File: config.mk
export PLATFORM = sky130hd
export DESIGN_NAME = pcda_ram
export DESIGN_NICKNAME = d
export VERILOG_FILES = /design/src/rtl/perf_counter_delta_accumulator_defines.svh /design/src/rtl/pcda_ram.sv
export SDC_FILE = /design/constraint.sdc
export NUM_CORES = 2
export LEC_CHECK = 0
export BUFFER_PORTS_ARGS = -buffer_cell sky130_fd_sc_hd__buf_2
export CAP_MARGIN = 20
export CORE_ASPECT_RATIO = 0.9
export CORE_MARGIN = 10
export CORE_UTILIZATION = 50
export CTS_BUF_LIST = sky130_fd_sc_hd__clkbuf_8
export CTS_CLUSTER_DIAMETER = 30
export DETAILED_ROUTE_END_ITERATION = 16
export GPL_TIMING_DRIVEN = 0
export PLACE_DENSITY = 0.73
export SETUP_SLACK_MARGIN = 0.5
export SYNTH_ARGS = -nofsm -noshare
export SYNTH_HDL_FRONTEND = slang
export SYNTH_SLANG_ARGS = --single-unit
File: constraint.sdc
create_clock -name clock -period 8.05 [get_ports clock]
set_input_delay 1.2075 -clock clock [delete_from_list [all_inputs] [get_ports clock]]
set_output_delay 1.2075 -clock clock [all_outputs]
set_load 0.01 [all_outputs]
File: src/rtl/perf_counter_delta_accumulator_defines.svh
// ---------------------------------------------------------------------------
// assertion macros for the counter delta accumulator
// ---------------------------------------------------------------------------
`ifndef PERF_COUNTER_DELTA_ACCUMULATOR_DEFINES_SVH
`define PERF_COUNTER_DELTA_ACCUMULATOR_DEFINES_SVH

// check an implication on every clock edge outside reset
`define PCDA_ASSERT_IMP(label, clk, rst, ante, cons, msg) \
   label: assert property (@(posedge clk) disable iff (rst) (ante) |-> (cons)) \
      else $error(msg);

// check an implication in the following cycle
`define PCDA_ASSERT_NEXT(label, clk, rst, ante, cons, msg) \
   label: assert property (@(posedge clk) disable iff (rst) (ante) |=> (cons)) \
      else $error(msg);

`endif

File: src/rtl/pcda_ram.sv
// ---------------------------------------------------------------------------
// pcda_ram
// single write port, single read port ram with registered read
// ---------------------------------------------------------------------------
module pcda_ram #(
   parameter int Width = 64,
   parameter int Depth = 64
) (
   input  logic                     clock,
   input  logic                     wr_en,
   input  logic [$clog2(Depth)-1:0] wr_addr,
   input  logic [Width-1:0]         wr_data,
   input  logic [$clog2(Depth)-1:0] rd_addr,
   output logic [Width-1:0]         rd_data
);
   logic [Width-1:0] mem [Depth];

   always_ff @(posedge clock) begin
      if (wr_en) mem[wr_addr] <= wr_data;
      rd_data <= mem[rd_addr];
   end
endmodule

==> impl_metrics.yaml <==
yosys:
  synth_top_area_cell: "edfxtp_1"
  ys_warn_count: 0
  synth_area_leaders: "edfxtp_1 (79%), mux4_2 (15%), mux2i_1 (0.86%)"
  synth_top_area_share: 0.787
  ys_seq_area_frac: 0.795
  synth_seq_cells: 4160
  synthCells: 6598
  synth_cell_types: 33
  syn-num-nets: 6676
  avgSynthCellArea_um2: 23.7
  syn_area_mm2: 0.156
sta:
  max_freq_mhz: 231
  rsz0062_at_grt: "false"
  setup_slack_ns: 3.72
  period_share: 0.538
  final_max_slew_viol_count: 0
  slew_headroom: 0.157
  fin_tns_setup_ns: 0
  tightest_slew_ns: 1.26
  fin_crit_ns: 4.33
  setup_violations: 0
  final-hold-violation-count: 0
  fin_skew_ns: 0.102
  holdWs_ns: 0.347
detailed_routing:
  via_per_inst: 6.36
  detail-route-antenna-nets: 0
  routedWlPerCell_um: 33.8
  drc: 0
  initialDrtViolationCount: 11600
  dr_total_vias: 78600
  drt-total-wl_um: 418000
  firstDrtPassIters: 7
cts:
  clock_sinks: 4160
  path_clk_slew_ns: 0.06
  cts_resized: 0
  cts_inserted_buffers: 700
  htreeDepth: 6
  hold_buffers: 0
  postCtsSetupBuffers: 0
  cts_root_buffer: "clkbuf_8"
  cts_tree: "yes"
  cts_max_path_buffers: 4
  clock_latency_ns: 1.25
worst_hold_path:
  hp-start: "wr_data[57]"
  hp-class: "in2reg"
worst_setup_path:
  critPathArrivalTime_ns: 5.35
  crit_required_ns: 9.08
  critical_path_class: "in2reg"
  r2r_start: "mem[58][39]"
  startpoint: "rd_addr[2]"
  crit_path_start_kind: "input port"
  cp_max_fo: 10
  cp-end-kind: "register"
outcome:
  status: "complete, no violations"
die:
  coreArea_mm2: 0.311
  die_w_um: 609
  dieArea_mm2: 0.335
  io-pin-count: 142
  initial_core_util: 0.503
  rows: 194
  die_h_um: 550
global_route:
  first_global_vias: 79700
  grt_overflow_total: 0
  antenna_found_initial: 36
  grt_max_degree: 65
  grt.total_usage: 0.243
  grt_pass1_wl_um: 587000
layout:
  mostFrequentLayoutCell: "edfxtp_1"
  final_area_mm2: 0.182
  multiInputGateArea_mm2: 0.0307
  drive_above_1_share: 0.325
  nNetsFinal: 7750
  final_cell_mix: "edfxtp_1 (4096), mux4_2 (1024), clkbuf_8 (715)"
  fill_cells: 20900
  seq_area_mm2: 0.124
  area_growth_pct: 16.2
power:
  p_leak_nw: 58.0
  ir_worst_vdd_v: 0.000177
  power.density_mw_per_mm2: 252
placement:
  pre_cts_slack_ns: 2.66
  dpl-instance-area_mm2: 0.166
  place_congestion: 0.842
  hpwl_um: 273000
  port_buffers: 133
run:
  cap_viol_max_count: 0
power by group:
part / switching [mW] / leakage, nW / internal, mW / total (mW)
Sequential: 0.0476 / 37.4 / 24.0 / 24.0
Combinational: 1.58 / 12.8 / 0.838 / 2.42
Clock: 8.95 / 7.89 / 10.3 / 19.3
Total: 10.6 / 58.0 / 35.1 / 45.7
cell families after synthesis:
family / Yosys count / synth area share
buf+inv: 389 / 0.0118
mux: 1159 / 0.156
flops: 4160 / 0.795
compound gates: 504 / 0.0248
simple gates: 386 / 0.0124
state kept, by name (all words and copies together) (netlist names):
name and cells:
mem 4096, rd_data 64
per-layer routing:
metal	routed length, um	global-route usage	share of wire	up-vias
li1	-	-	-	30900
met2	194000	0.374	0.46	5756
met4	20400	0.108	0.049	16
met1	147000	0.321	0.35	41000
met3	55900	0.0772	0.13	963
met5	96	0	0.00023	-
final cells by class:
type	instances	area share
antenna	20	0.000275
buffer	370	0.00980
clock buffer	715	0.0541
clock inverter	546	0.0253
inverter	19	0.000392
multi-input combinational	2049	0.169
sequential	4160	0.684
tap	4116	0.0283
timing repair buffer	372	0.0291
final timing paths:
path,to,slack (ns),depth (start not counted)
worst max register to register,rd_data[39],5.29,5
worst min register to register,rd_data[30],0.90,4
worst min-delay path,mem[26][57],0.35,1
worst max-delay path,rd_data[6],3.72,9
synthesized netlist by cell type (all sizes together):
cell type	count
a2bb2oi	19
nor2b	28
nor3	2
edfxtp	4096
a22oi	168
mux4	1024
o22ai	83
or3	29
or2	28
and2	3
and3	64
nand4b	1
nor2	112
nand3	45
nand2	58
a22o	88
a31o	1
buf	230
mux2i	135
a211oi	63
inv	19
dfxtp	64
nand3b	2
a31oi	18
o221ai	38
nand4	2
clkbuf	140
or3b	1
a41oi	26
nand2b	11
worst max-delay path: stages:
cell and delay (ns):
buf_2 0.29, buf_4 0.36, buf_2 0.47, buf_2 0.57, buf_4 0.36, mux2i_1 0.15, o22ai_1 0.74, a31oi_1 0.31
a211oi_1 0.84
through the flow:
step                std cells  power, mW  utilization
floorplan                6598       25.6            -
global placement        10800       26.7        0.522
detailed placement      11000       26.8        0.535
CTS                     12300       45.8        0.581
global route            12400       47.0        0.584
finish                  12400       45.7        0.585
No activity file was read; power rests on OpenSTA's default activity.
