--- src/rtl/perf_counter_delta_accumulator_defines.svh ---
// ---------------------------------------------------------------------------
// assertion macros for the counter delta accumulator
// ---------------------------------------------------------------------------
`ifndef PERF_COUNTER_DELTA_ACCUMULATOR_DEFINES_SVH
`define PERF_COUNTER_DELTA_ACCUMULATOR_DEFINES_SVH

// check an implication on every clock edge outside reset
`define PCDA_ASSERT_IMP(label, clk, rst, ante, cons, msg) \
   label: assert property (@(posedge clk) disable iff (rst) (ante) |-> (cons)) \
      else $error(msg);

// check an implication in the following cycle
`define PCDA_ASSERT_NEXT(label, clk, rst, ante, cons, msg) \
   label: assert property (@(posedge clk) disable iff (rst) (ante) |=> (cons)) \
      else $error(msg);

`endif

--- src/rtl/pcda_pkg.sv ---
// ---------------------------------------------------------------------------
// pcda_pkg
// shared types and constants of the counter delta accumulator
// ---------------------------------------------------------------------------
package pcda_pkg;

   localparam logic [1:0] MODE_ACCUM = 2'd0;
   localparam logic [1:0] MODE_CLEAR = 2'd1;
   localparam logic [1:0] MODE_READ  = 2'd2;
   // mode with no action and no result
   localparam logic [1:0] MODE_NONE  = 2'd3;

   localparam logic CSR_REPORT_FORMAT = 1'b0;
   localparam logic CSR_TICK_FREQ     = 1'b1;

   localparam logic [31:0] TICK_FREQ_RESET = 32'd12500000;
   localparam logic [29:0] NS_PER_SEC      = 30'd1000000000;

   typedef struct packed {
      logic [1:0]  mode;
      logic [5:0]  word_pos;
      logic [31:0] start_word;
      logic [31:0] end_word;
      logic [7:0]  start_high;
      logic [7:0]  end_high;
      logic        last_word;
      logic [5:0]  counter_index;
   } req_type;

   typedef struct packed {
      logic        accepted;
      logic [63:0] first_time_ns;
      logic [63:0] last_time_ns;
      logic [63:0] counter_value;
   } rsp_type;

   typedef enum logic [3:0] {
      ST_IDLE,
      ST_CLEAR,
      ST_ACC_WAIT,
      ST_READ_WAIT,
      ST_SCALE_INIT,
      ST_SCALE_MUL,
      ST_SCALE_DIV,
      ST_SCALE_ADD,
      ST_RESP,
      ST_INIT
   } state_type;

   // request to the scaling unit
   typedef struct packed {
      logic        start;
      logic [31:0] ticks;
      logic [31:0] freq;
   } scale_req_type;

   typedef struct packed {
      logic        done;
      logic [63:0] ns;
   } scale_rsp_type;

   // slot lookup: returns {valid, wide, slot}
   function automatic logic [7:0] slot_of(input logic fmt, input logic [5:0] pos);
      logic [7:0] r;
      r = 8'd0;
      if (pos == 6'd1) begin
         r = {2'b10, 6'd0};
      end else if (fmt) begin
         if (pos >= 6'd3) r = {2'b10, pos - 6'd2};
      end else if (pos == 6'd3) begin
         r = {2'b10, 6'd1};
      end else if (pos >= 6'd4 && pos <= 6'd35) begin
         r = {2'b11, pos - 6'd2};
      end else if (pos >= 6'd36 && pos <= 6'd39) begin
         r = {2'b10, pos - 6'd2};
      end else if (pos >= 6'd48) begin
         r = {2'b10, pos - 6'd10};
      end
      return r;
   endfunction

endpackage

--- src/rtl/pcda_scaler.sv ---
// ---------------------------------------------------------------------------
// pcda_scaler
// ticks * 1e9 / freq, a 32x30 multiply then a bit-serial divide
// ---------------------------------------------------------------------------
module pcda_scaler (
   input  logic                   clock,
   input  logic                   reset,
   input  pcda_pkg::scale_req_type req,
   output pcda_pkg::scale_rsp_type rsp
);
   logic [61:0] dividend_ff, dividend_in;
   logic [31:0] divisor_ff, divisor_in;
   logic [32:0] rem_ff, rem_in;
   logic [5:0]  count_ff, count_in;
   logic        busy_ff, busy_in;
   logic        done_ff, done_in;
   logic [32:0] trial;

   always_comb begin
      dividend_in = dividend_ff;
      divisor_in  = divisor_ff;
      rem_in      = rem_ff;
      count_in    = count_ff;
      busy_in     = busy_ff;
      done_in     = 1'b0;
      trial       = {rem_ff[31:0], dividend_ff[61]};
      if (req.start) begin
         dividend_in = 62'(req.ticks) * 62'(pcda_pkg::NS_PER_SEC);
         divisor_in  = (req.freq == 32'd0) ? 32'd1 : req.freq;
         rem_in      = 33'd0;
         count_in    = 6'd0;
         busy_in     = 1'b1;
      end else if (busy_ff) begin
         // restoring divide, one quotient bit per cycle into the dividend
         if (trial >= {1'b0, divisor_ff}) begin
            rem_in      = trial - {1'b0, divisor_ff};
            dividend_in = {dividend_ff[60:0], 1'b1};
         end else begin
            rem_in      = trial;
            dividend_in = {dividend_ff[60:0], 1'b0};
         end
         count_in = count_ff + 6'd1;
         if (count_ff == 6'd61) begin
            busy_in = 1'b0;
            done_in = 1'b1;
         end
      end
   end

   always_ff @(posedge clock) begin
      if (reset) begin
         busy_ff  <= 1'b0;
         done_ff  <= 1'b0;
         count_ff <= 6'd0;
      end else begin
         busy_ff  <= busy_in;
         done_ff  <= done_in;
         count_ff <= count_in;
      end
      dividend_ff <= dividend_in;
      divisor_ff  <= divisor_in;
      rem_ff      <= rem_in;
   end

   assign rsp.done = done_ff;
   assign rsp.ns   = {2'b00, dividend_ff};
endmodule

--- config.mk ---
export PLATFORM = sky130hd
export DESIGN_NAME = pcda_scaler
export DESIGN_NICKNAME = d
export VERILOG_FILES = /design/src/rtl/perf_counter_delta_accumulator_defines.svh /design/src/rtl/pcda_pkg.sv /design/src/rtl/pcda_scaler.sv
export SDC_FILE = /design/constraint.sdc
export NUM_CORES = 1
export LEC_CHECK = 0
export BUFFER_PORTS_ARGS = -buffer_cell sky130_fd_sc_hd__buf_2
export CORE_ASPECT_RATIO = 0.7
export CORE_UTILIZATION = 50
export DETAILED_ROUTE_END_ITERATION = 8
export HOLD_SLACK_MARGIN = 0.12
export PLACE_DENSITY = 0.68
export SLEW_MARGIN = 5
export SYNTH_ARGS = -nofsm -noshare
export SYNTH_HDL_FRONTEND = slang
export SYNTH_SLANG_ARGS = --single-unit
--- constraint.sdc ---
create_clock -name clock -period 10.3 [get_ports clock]
set_clock_uncertainty 0.15 [all_clocks]
set_input_delay 2.06 -clock clock [delete_from_list [all_inputs] [get_ports clock]]
set_output_delay 2.06 -clock clock [all_outputs]
set_load 0.02 [all_outputs]
==> results of run 1 <==
-- cells by family (layout without fill, tap and decap cells) --
family                   count (synthesis)  count (layout)  share of synthesized area
other                                    1               2                   0.000181
adder cells (fa/ha/maj)                612             612                      0.482
multiplexers                            13              13                    0.00627
AO/OA/AOI/OAI                          363             363                      0.117
buffers and inverters                  641             717                      0.117
AND/OR/NAND/NOR                        349             349                     0.0758
XOR/XNOR                                75              75                     0.0316
flip-flops                             134             134                      0.170
-- worst min-delay path: cells and delay by family (launching register included) --
family	cells	cell delay (ns)
flip-flops	1	0.32
AND/OR/NAND/NOR	2	0.11
-- sequential cells by signal (all words and copies together) (netlist names) --
signal / flops
divisor_ff: 32
rem_ff: 32
busy_ff: 1
dividend_ff: 62
done_ff: 1
count_ff: 6
-- final cells by class --
| type | instances | area share |
|---|---|---|
| Timing Repair Buffer | 135 | 0.0310 |
| Clock inverter | 14 | 0.00716 |
| Clock buffer | 18 | 0.0192 |
| Tap cell | 544 | 0.0304 |
| Sequential cell | 134 | 0.158 |
| Inverter | 550 | 0.0922 |
| Multi-Input combinational cell | 1414 | 0.662 |
-- cells in the mapped netlist, drive strengths merged (3+ instances only) --
cell	number	area, sq um
a32oi	3	26.3
inv	550	2060
or4	5	37.5
a311oi	7	78.8
a221oi	3	38.8
a211o	4	35.0
or2	4	25.0
and2	6	37.5
a22o	10	87.6
nand4	21	131
nand3	17	85.1
a31oi	11	68.8
and3	6	37.5
buf	16	85.1
o31a	3	26.3
o21bai	11	86.3
clkbuf	75	282
nand2	132	495
xor2	34	298
nand2b	6	37.5
dfxtp	49	981
o31ai	8	65.1
a21o	48	360
fa	313	6270
ha	299	3740
or3	4	25.0
nor2	102	383
nor3	18	90.1
a2111oi	3	26.3
a211oi	23	178
nor4	12	75.1
and4	3	26.3
o41ai	4	42.6
a21boi	4	30.0
o211ai	5	51.3
mux2i	13	130
o221ai	3	32.5
edfxtp	85	2550
xnor2	41	359
a21oi	91	467
o21ai	97	485
nor2b	9	56.3
o21a	7	52.6
a41oi	6	52.6
-- final timing paths --
check / startpoint / endpoint / slack, ns / cells after the start
setup / recovery: req[39] / dividend_ff[59]$_DFFE_PP_ / 1.39 / 21
hold / removal: rem_ff[22]$_SDFFE_PP0P_ / rem_ff[22]$_SDFFE_PP0P_ / 0.32 / 2
setup reg to reg: dividend_ff[61]$_DFFE_PP_ / rem_ff[23]$_SDFFE_PP0P_ / 6.49 / 12
hold reg to reg: rem_ff[22]$_SDFFE_PP0P_ / rem_ff[22]$_SDFFE_PP0P_ / 0.32 / 2
-- layer usage --
metal	vias up	wire [microns]
met5	-	0
met4	0	1040
met3	52	3020
met2	465	23700
met1	7421	23900
li1	7166	-
-- stage by stage --
| step | worst slack [ns] | hold slack (ns) | instance area, sq um | std cells |
|---|---|---|---|---|
| floorplan | 1.67 | 0.290 | 20800 | 2189 |
| global placement | 1.09 | 0.302 | 21800 | 2777 |
| detailed placement | 1.01 | 0.313 | 21800 | 2777 |
| CTS | 1.44 | 0.322 | 22400 | 2809 |
| global route | 1.05 | 0.364 | 22400 | 2809 |
| finish | 1.39 | 0.320 | 22400 | 2809 |
==> impl_metrics.py, run 1 <==
metrics = {
    "critical_path": {
        "cp.arrival_ns": 8.95,
        "path_class": "in -> reg",
        "cp_max_fo": 8,
        "cp_common_cell": "fa_1",
        "cp-start-kind": "input port",
        "path_buf_inv": 5,
        "cp_cell_sequence": "buf_2, inv_1, fa_1, fa_1, fa_1, fa_1, fa_1, inv_1, fa_1, inv_1, fa_1, inv_1, ha_1, a21oi_1, nor3b_1, o211ai_4, a221o_2, a311oi_4, o221ai_2, xor2_1, a22o_1",
        "critPathCaptureType": "flop",
        "cpLargestDelayFamily": "adder cells",
        "cp_data_required_time_ns": 10.33,
        "cpPeakStageDelay_ns": 0.62,
        "slowest_stage": "fa_1",
    },
    "logic_synthesis": {
        "synth_edf_count": 85,
        "async_flop_share": 0,
        "synth_top_flop_cell": "edfxtp_1",
        "synth_area_per_cell_sq_um": 9.49,
        "synthCells": 2188,
        "yosys_warnings": 0,
        "ys_types": 71,
        "ys_seq_area_frac": 0.170,
        "ys_seq_elements": 134,
        "synthesis.area_sq_um": 20800,
    },
    "timing": {
        "period_needed_ns": 8.91,
        "fin_crit_sh": 0.866,
        "tightest_slew_ns": 1.32,
        "tns_ns": 0,
        "rsz0062_at_grt": "false",
        "fmax_mhz": 112,
        "relSlewSlack": 0.114,
        "finalHoldViolCount": 0,
        "drv_slew": 0,
        "setup_viol": 0,
    },
    "layout": {
        "drive_gt1_frac": 0.0821,
        "final_common_cell": "inv_1",
        "multiInputGateArea_sq_um": 14800,
        "final_cell_mix": "inv_1 (549), fa_1 (313), ha_1 (299)",
        "nets": 2931,
        "area_growth_syn_to_layout_pct": 7.80,
        "antenna_cells": 0,
        "nFillCells": 3721,
        "seq_area_sq_um": 3530,
        "final_util": 0.546,
    },
    "placement": {
        "place.gp.congestion": 0.982,
        "portBuffers": 129,
        "dp_hpwl_microns": 44500,
    },
    "grt": {
        "grt_use_met3": 0.0413,
        "first_global_vias": 15300,
        "grt_use_met1": 0.369,
        "gr-usage-met2": 0.403,
        "grt_antenna_before_repair": 0,
        "grt_max_degree": 54,
        "grt_overflow_total": 0,
        "grt_usage": 0.256,
        "grt.busiest_layer": "met2",
        "grt_pass1_wl_microns": 82900,
    },
    "cts": {
        "cts.sink_count": 134,
        "numCtsBuffers": 17,
        "cts_tree": "done",
        "cts_root_buf": "clkbuf_16",
        "h-tree-depth": 4,
        "clock_path_buffers": 2,
        "ctsHoldBuffers": 0,
        "worstSkewPairLatency_ns": 0.42,
        "cts_setup_buffers": 0,
        "clkTransAtPathRegs_ns": 0.06,
        "postCtsResizedCells": 0,
    },
    "floorplan": {
        "num_rows": 62,
        "initial_core_util": 0.507,
        "core_area_sq_um": 41000,
        "chipWidth_microns": 246,
        "dieArea_sq_um": 42400,
        "io_pins": 132,
        "die_h_microns": 172,
    },
    "route": {
        "antenna_left": 0,
        "routedWlPerCell_microns": 18.4,
        "viasPerCell": 5.38,
        "drcViolationCount": 0,
        "drt_iter0_markers": 1142,
        "vias": 15100,
        "wl_microns": 51700,
        "drtPass1Iterations": 7,
    },
    "hold_path": {
        "holdCritPathClass": "reg -> reg",
    },
    "job": {
        "drv_cap": 0,
    },
    "status": {
        "status": "completed",
    },
}
Power of run 1 is left out: the tool's default activity adds up to more than one toggle a clock period on the data nets, which glitch-free logic cannot reach.
==> inputs of run 2 (changes only) <==
--- a/config.mk
+++ b/config.mk
@@ -5,8 +5,9 @@
 export SDC_FILE = /design/constraint.sdc
 export NUM_CORES = 1
 export LEC_CHECK = 0
-export BUFFER_PORTS_ARGS = -buffer_cell sky130_fd_sc_hd__buf_2
+export BUFFER_PORTS_ARGS = -buffer_cell sky130_fd_sc_hd__clkbuf_2
 export CORE_ASPECT_RATIO = 0.7
+export CORE_MARGIN = 3
 export CORE_UTILIZATION = 50
 export DETAILED_ROUTE_END_ITERATION = 8
 export HOLD_SLACK_MARGIN = 0.12
==> run 2 against run 1 <==
  * Design area rose by 0.17%
  * Critical path depth rose by 1
  * Fmax fell by 0.17%
  * Critical endpoint unchanged
  * Largest cell class unchanged
  * Cell count fell by 0.32%
  * First-iteration DRC count fell by 8.3%
  * Register-to-register slack improved by 0.06 ns
  * Via count rose by 0.52%
==> impl_metrics.py, run 2 (synthesis gave the netlist of run 1 again) <==
metrics = {
    "status": {
        "status": "completed",
    },
    "timing": {
        "relSlewSlack": 0.213,
        "finalHoldViolCount": 0,
        "fmax_mhz": 112,
        "layout_setup_ws_ns": 1.37,
        "tns_ns": 0,
        "drv_slew": 0,
        "period_needed_ns": 8.93,
        "tightest_slew_ns": 1.18,
        "rsz0062_at_grt": "false",
        "setup_viol": 0,
        "fin_crit_sh": 0.867,
    },
    "critical_path": {
        "cp_max_fo": 8,
        "critPathCaptureType": "flop",
        "ff2ff_path_depth": 12,
        "startpoint": "req[35]",
        "cp_data_required_time_ns": 10.33,
        "rrSetupSlack_ns": 6.55,
        "cp-start-kind": "input port",
        "cp.arrival_ns": 8.96,
        "path_class": "in -> reg",
        "cp-endpoint": "dividend_ff[59]$_DFFE_PP_",
        "r2r_start": "dividend_ff[61]$_DFFE_PP_",
        "timing.rr.end": "rem_ff[23]$_SDFFE_PP0P_",
    },
    "grt": {
        "grt_usage": 0.246,
        "grt_max_degree": 58,
        "first_global_vias": 15500,
        "grt_antenna_before_repair": 0,
        "grt_pass1_wl_microns": 84700,
        "grt_overflow_total": 0,
    },
    "cts": {
        "numCtsBuffers": 17,
        "cts.sink_count": 134,
        "cts_root_buf": "clkbuf_16",
        "clkTransAtPathRegs_ns": 0.06,
        "ctsHoldBuffers": 0,
        "postCtsResizedCells": 0,
        "clock_path_buffers": 2,
        "cts_tree": "done",
        "cts_setup_buffers": 0,
        "h-tree-depth": 4,
        "worstSkewPairLatency_ns": 0.43,
    },
    "floorplan": {
        "io_pins": 132,
        "core_area_sq_um": 40300,
        "dieArea_sq_um": 44000,
        "num_rows": 61,
        "initial_core_util": 0.515,
        "die_h_microns": 176,
        "chipWidth_microns": 250,
    },
    "route": {
        "routedWlPerCell_microns": 18.6,
        "viasPerCell": 5.42,
        "drt_iter0_markers": 1047,
        "drtPass1Iterations": 5,
        "vias": 15200,
        "antenna_left": 0,
        "drcViolationCount": 0,
        "wl_microns": 52000,
    },
    "layout": {
        "antenna_cells": 0,
        "area_growth_syn_to_layout_pct": 7.99,
        "final_cell_mix": "inv_1 (549), fa_1 (313), ha_1 (299)",
        "largest_register_ffs": 62,
        "drive_gt1_frac": 0.0821,
        "top_register": "dividend_ff",
        "top_regs": "dividend_ff: 62 flops, divisor_ff: 32 flops, rem_ff: 32 flops",
        "nets": 2931,
        "final_common_cell": "inv_1",
    },
    "hold_path": {
        "holdCritPathClass": "reg -> reg",
    },
    "job": {
        "drv_cap": 0,
    },
    "placement": {
        "place.gp.congestion": 0.956,
        "portBuffers": 129,
        "dp_hpwl_microns": 45100,
        "dp_slack_ns": 0.997,
    },
}
-- run 2: changes by cell type in the layout (fill, tap and decap cells not counted), sizes merged --
cell and change:
clkinv -3, bufinv +2, clkbuf +129, buf -128
-- run 2: worst max-delay path, stage by stage --
cell and delay (ns):
clkbuf_2 0.21, inv_1 0.15, fa_1 0.53, fa_1 0.54
fa_1 0.52, fa_1 0.52, fa_1 0.57, inv_1 0.06
fa_1 0.54, inv_1 0.06, fa_1 0.53, inv_1 0.04
ha_1 0.39, a21oi_1 0.16, o21ai_0 0.16, nor3b_1 0.39
o211ai_4 0.16, a221o_2 0.47, a311oi_4 0.41, o221ai_2 0.15
xor2_1 0.16, a22o_1 0.18
-- run 2: stage by stage --
step | cells | hold slack [ns] | cell area [sq um] | util
final | 2800 | 0.318 | 22400 | 0.556
after global routing | 2800 | 0.352 | 22400 | 0.556
after CTS | 2800 | 0.314 | 22400 | 0.556
after detailed placement | 2768 | 0.306 | 21800 | 0.540
after global placement | 2768 | 0.304 | 21800 | 0.540
after floorplan | 2189 | 0.290 | 20800 | -
-- run 2: layout make-up --
type	instances	area [sq um]
inverters	550	2060
repair buffers	135	693
well taps	535	669
multi-input cells	1414	14800
clock inverters	13	206
flip-flops and latches	134	3530
fillers	3599	17900
clock buffers	19	433
-- run 2: per-layer routing --
| metal | global-route usage | up-vias | routed length [microns] |
|---|---|---|---|
| li1 | - | 7151 | - |
| met1 | 0.361 | 7527 | 24300 |
| met2 | 0.379 | 451 | 23100 |
| met3 | 0.0471 | 54 | 3410 |
| met4 | 0.0568 | 0 | 1190 |
| met5 | 0 | - | 0 |
-- run 2: worst min-delay path by stage --
stage	startpoint	end	slack (ns)	cells past startpoint
after floorplan	rem_ff[22]$_SDFFE_PP0P_	rem_ff[22]$_SDFFE_PP0P_	0.29	2
after global placement	rem_ff[22]$_SDFFE_PP0P_	rem_ff[22]$_SDFFE_PP0P_	0.30	2
after detailed placement	rem_ff[22]$_SDFFE_PP0P_	rem_ff[22]$_SDFFE_PP0P_	0.31	2
after CTS	rem_ff[22]$_SDFFE_PP0P_	rem_ff[22]$_SDFFE_PP0P_	0.31	2
after global routing	rem_ff[22]$_SDFFE_PP0P_	rem_ff[22]$_SDFFE_PP0P_	0.35	2
final	rem_ff[22]$_SDFFE_PP0P_	rem_ff[22]$_SDFFE_PP0P_	0.32	2
Power of run 2 is left out for the same reason.
==> inputs of run 3 (changes only) <==
--- a/config.mk
+++ b/config.mk
@@ -6,12 +6,14 @@
 export NUM_CORES = 1
 export LEC_CHECK = 0
 export BUFFER_PORTS_ARGS = -buffer_cell sky130_fd_sc_hd__clkbuf_2
+export CELL_PAD_IN_SITES_DETAIL_PLACEMENT = 1
+export CELL_PAD_IN_SITES_GLOBAL_PLACEMENT = 2
 export CORE_ASPECT_RATIO = 0.7
 export CORE_MARGIN = 3
-export CORE_UTILIZATION = 50
+export CORE_UTILIZATION = 41
 export DETAILED_ROUTE_END_ITERATION = 8
 export HOLD_SLACK_MARGIN = 0.12
-export PLACE_DENSITY = 0.68
+export PLACE_DENSITY_LB_ADDON = 0.1
 export SLEW_MARGIN = 5
 export SYNTH_ARGS = -nofsm -noshare
 export SYNTH_HDL_FRONTEND = slang
==> run 3 against run 2 <==
  * Cell count is 4.7% higher
  * Design area increased by 0.49%
  * Sequential share of layout area down 0.076 points
  * Critical endpoint unchanged
  * Non-clock buffer count is 1 higher
  * Flip-flop and latch count is the same
  * Register-to-register slack got worse by 0.26 ns
  * Critical path type unchanged
  * Fmax shrank 0.61%
  * Core utilization decreased by 10 points
==> impl_metrics.py, run 3 (synthesis gave the netlist of run 1 again) <==
metrics = {
    "floorplan": {
        "dieArea_sq_um": 53400,
        "chipWidth_microns": 275,
        "io_pins": 132,
        "core_area_sq_um": 49700,
        "die_h_microns": 194,
        "initial_core_util": 0.418,
        "num_rows": 68,
    },
    "route": {
        "antenna_left": 0,
        "drt_iter0_markers": 754,
        "vias": 15100,
        "routedWlPerCell_microns": 20.7,
        "wl_microns": 60600,
        "drtPass1Iterations": 4,
        "viasPerCell": 5.17,
        "drcViolationCount": 0,
    },
    "placement": {
        "place.gp.congestion": 0.898,
        "dp_slack_ns": 0.882,
        "portBuffers": 129,
        "dp_hpwl_microns": 52600,
    },
    "timing": {
        "tns_ns": 0,
        "fin_crit_sh": 0.872,
        "relSlewSlack": 0.215,
        "period_needed_ns": 8.98,
        "layout_setup_ws_ns": 1.32,
        "whs_ns": 0.325,
        "fmax_mhz": 111,
        "finalHoldViolCount": 0,
        "setup_viol": 0,
        "tightest_slew_ns": 1.17,
        "drv_slew": 0,
        "rsz0062_at_grt": "false",
    },
    "critical_path": {
        "cp-start-kind": "input port",
        "startpoint": "req[36]",
        "critPathCaptureType": "flop",
        "cp_cell_sequence": "clkbuf_2, inv_1, fa_1, fa_1, fa_1, fa_1, fa_1, inv_1, fa_1, inv_1, fa_1, inv_1, ha_1, a21oi_1, o21ai_0, nor3b_1, o211ai_4, a221o_2, a311oi_4, o221ai_2, xor2_1, a22o_1",
        "cpLargestDelayFamily": "adder cells",
        "cpPeakStageDelay_ns": 0.57,
        "r2r_start": "dividend_ff[61]$_DFFE_PP_",
        "slowest_stage": "fa_1",
        "cp_data_required_time_ns": 10.33,
        "cp.arrival_ns": 9.02,
        "cp_common_cell": "fa_1",
        "path_class": "in -> reg",
        "cp_max_fo": 8,
        "rrSetupSlack_ns": 6.29,
        "path_buf_inv": 5,
    },
    "cts": {
        "numCtsBuffers": 17,
        "cts.sink_count": 134,
        "cts_tree": "done",
        "clkTransAtPathRegs_ns": 0.06,
        "cts_setup_buffers": 0,
        "cts_root_buf": "clkbuf_16",
        "clock_path_buffers": 2,
        "postCtsResizedCells": 0,
        "worstSkewPairLatency_ns": 0.44,
        "h-tree-depth": 4,
        "ctsHoldBuffers": 0,
    },
    "layout": {
        "largest_register_ffs": 62,
        "final_util": 0.453,
        "nets": 2932,
        "final_common_cell": "inv_1",
        "drive_gt1_frac": 0.0838,
        "top_register": "dividend_ff",
        "final_cell_mix": "inv_1 (549), fa_1 (313), ha_1 (299)",
        "top_regs": "dividend_ff: 62 flops, divisor_ff: 32 flops, rem_ff: 32 flops",
        "antenna_cells": 0,
        "nFillCells": 5696,
        "area_growth_syn_to_layout_pct": 8.52,
    },
    "grt": {
        "first_global_vias": 16600,
        "grt_usage": 0.235,
        "grt_max_degree": 58,
        "grt_pass1_wl_microns": 96500,
        "grt_antenna_before_repair": 0,
        "grt_overflow_total": 0,
    },
    "job": {
        "drv_cap": 0,
    },
    "status": {
        "status": "completed",
    },
    "hold_path": {
        "worstHoldStart": "rem_ff[22]$_SDFFE_PP0P_",
        "holdCritPathClass": "reg -> reg",
    },
}
run 3: per-stage QoR:
step	area (sq um)	cells
4_1_cts	22500	2931
5_1_grt	22500	2931
3_5_place_dp	22000	2899
3_3_place_gp	22000	2899
2_1_floorplan	20800	2189
6_report	22500	2931
run 3: layout make-up:
cell class | count | area (sq um) | area share
Clock inverter | 14 | 149 | 0.00661
Tap cell | 665 | 832 | 0.0369
Sequential cell | 134 | 3530 | 0.157
Multi-Input combinational cell | 1414 | 14800 | 0.658
Inverter | 550 | 2060 | 0.0916
Timing Repair Buffer | 136 | 701 | 0.0311
Clock buffer | 18 | 429 | 0.0190
run 3: worst paths after layout:
kind	cells past startpoint	endpoint
max	22	dividend_ff[59]$_DFFE_PP_
min	2	rem_ff[22]$_SDFFE_PP0P_
max reg2reg	12	rem_ff[23]$_SDFFE_PP0P_
min reg2reg	2	rem_ff[22]$_SDFFE_PP0P_
run 3: layer usage:
metal | share of wire | GRT usage | up-vias | routed length (microns)
li1 | - | - | 7142 | -
met1 | 0.49 | 0.349 | 7734 | 29900
met2 | 0.46 | 0.373 | 225 | 27800
met3 | 0.036 | 0.0319 | 40 | 2160
met4 | 0.013 | 0.0377 | 0 | 762
met5 | 0 | 0 | - | 0
run 3: tightest hold or removal path: stages, from the launching register on:
cell,delay (ns)
dfxtp_1,0.33
nand2_1,0.06
nand2_1,0.05
Power of run 3 is left out for the same reason.
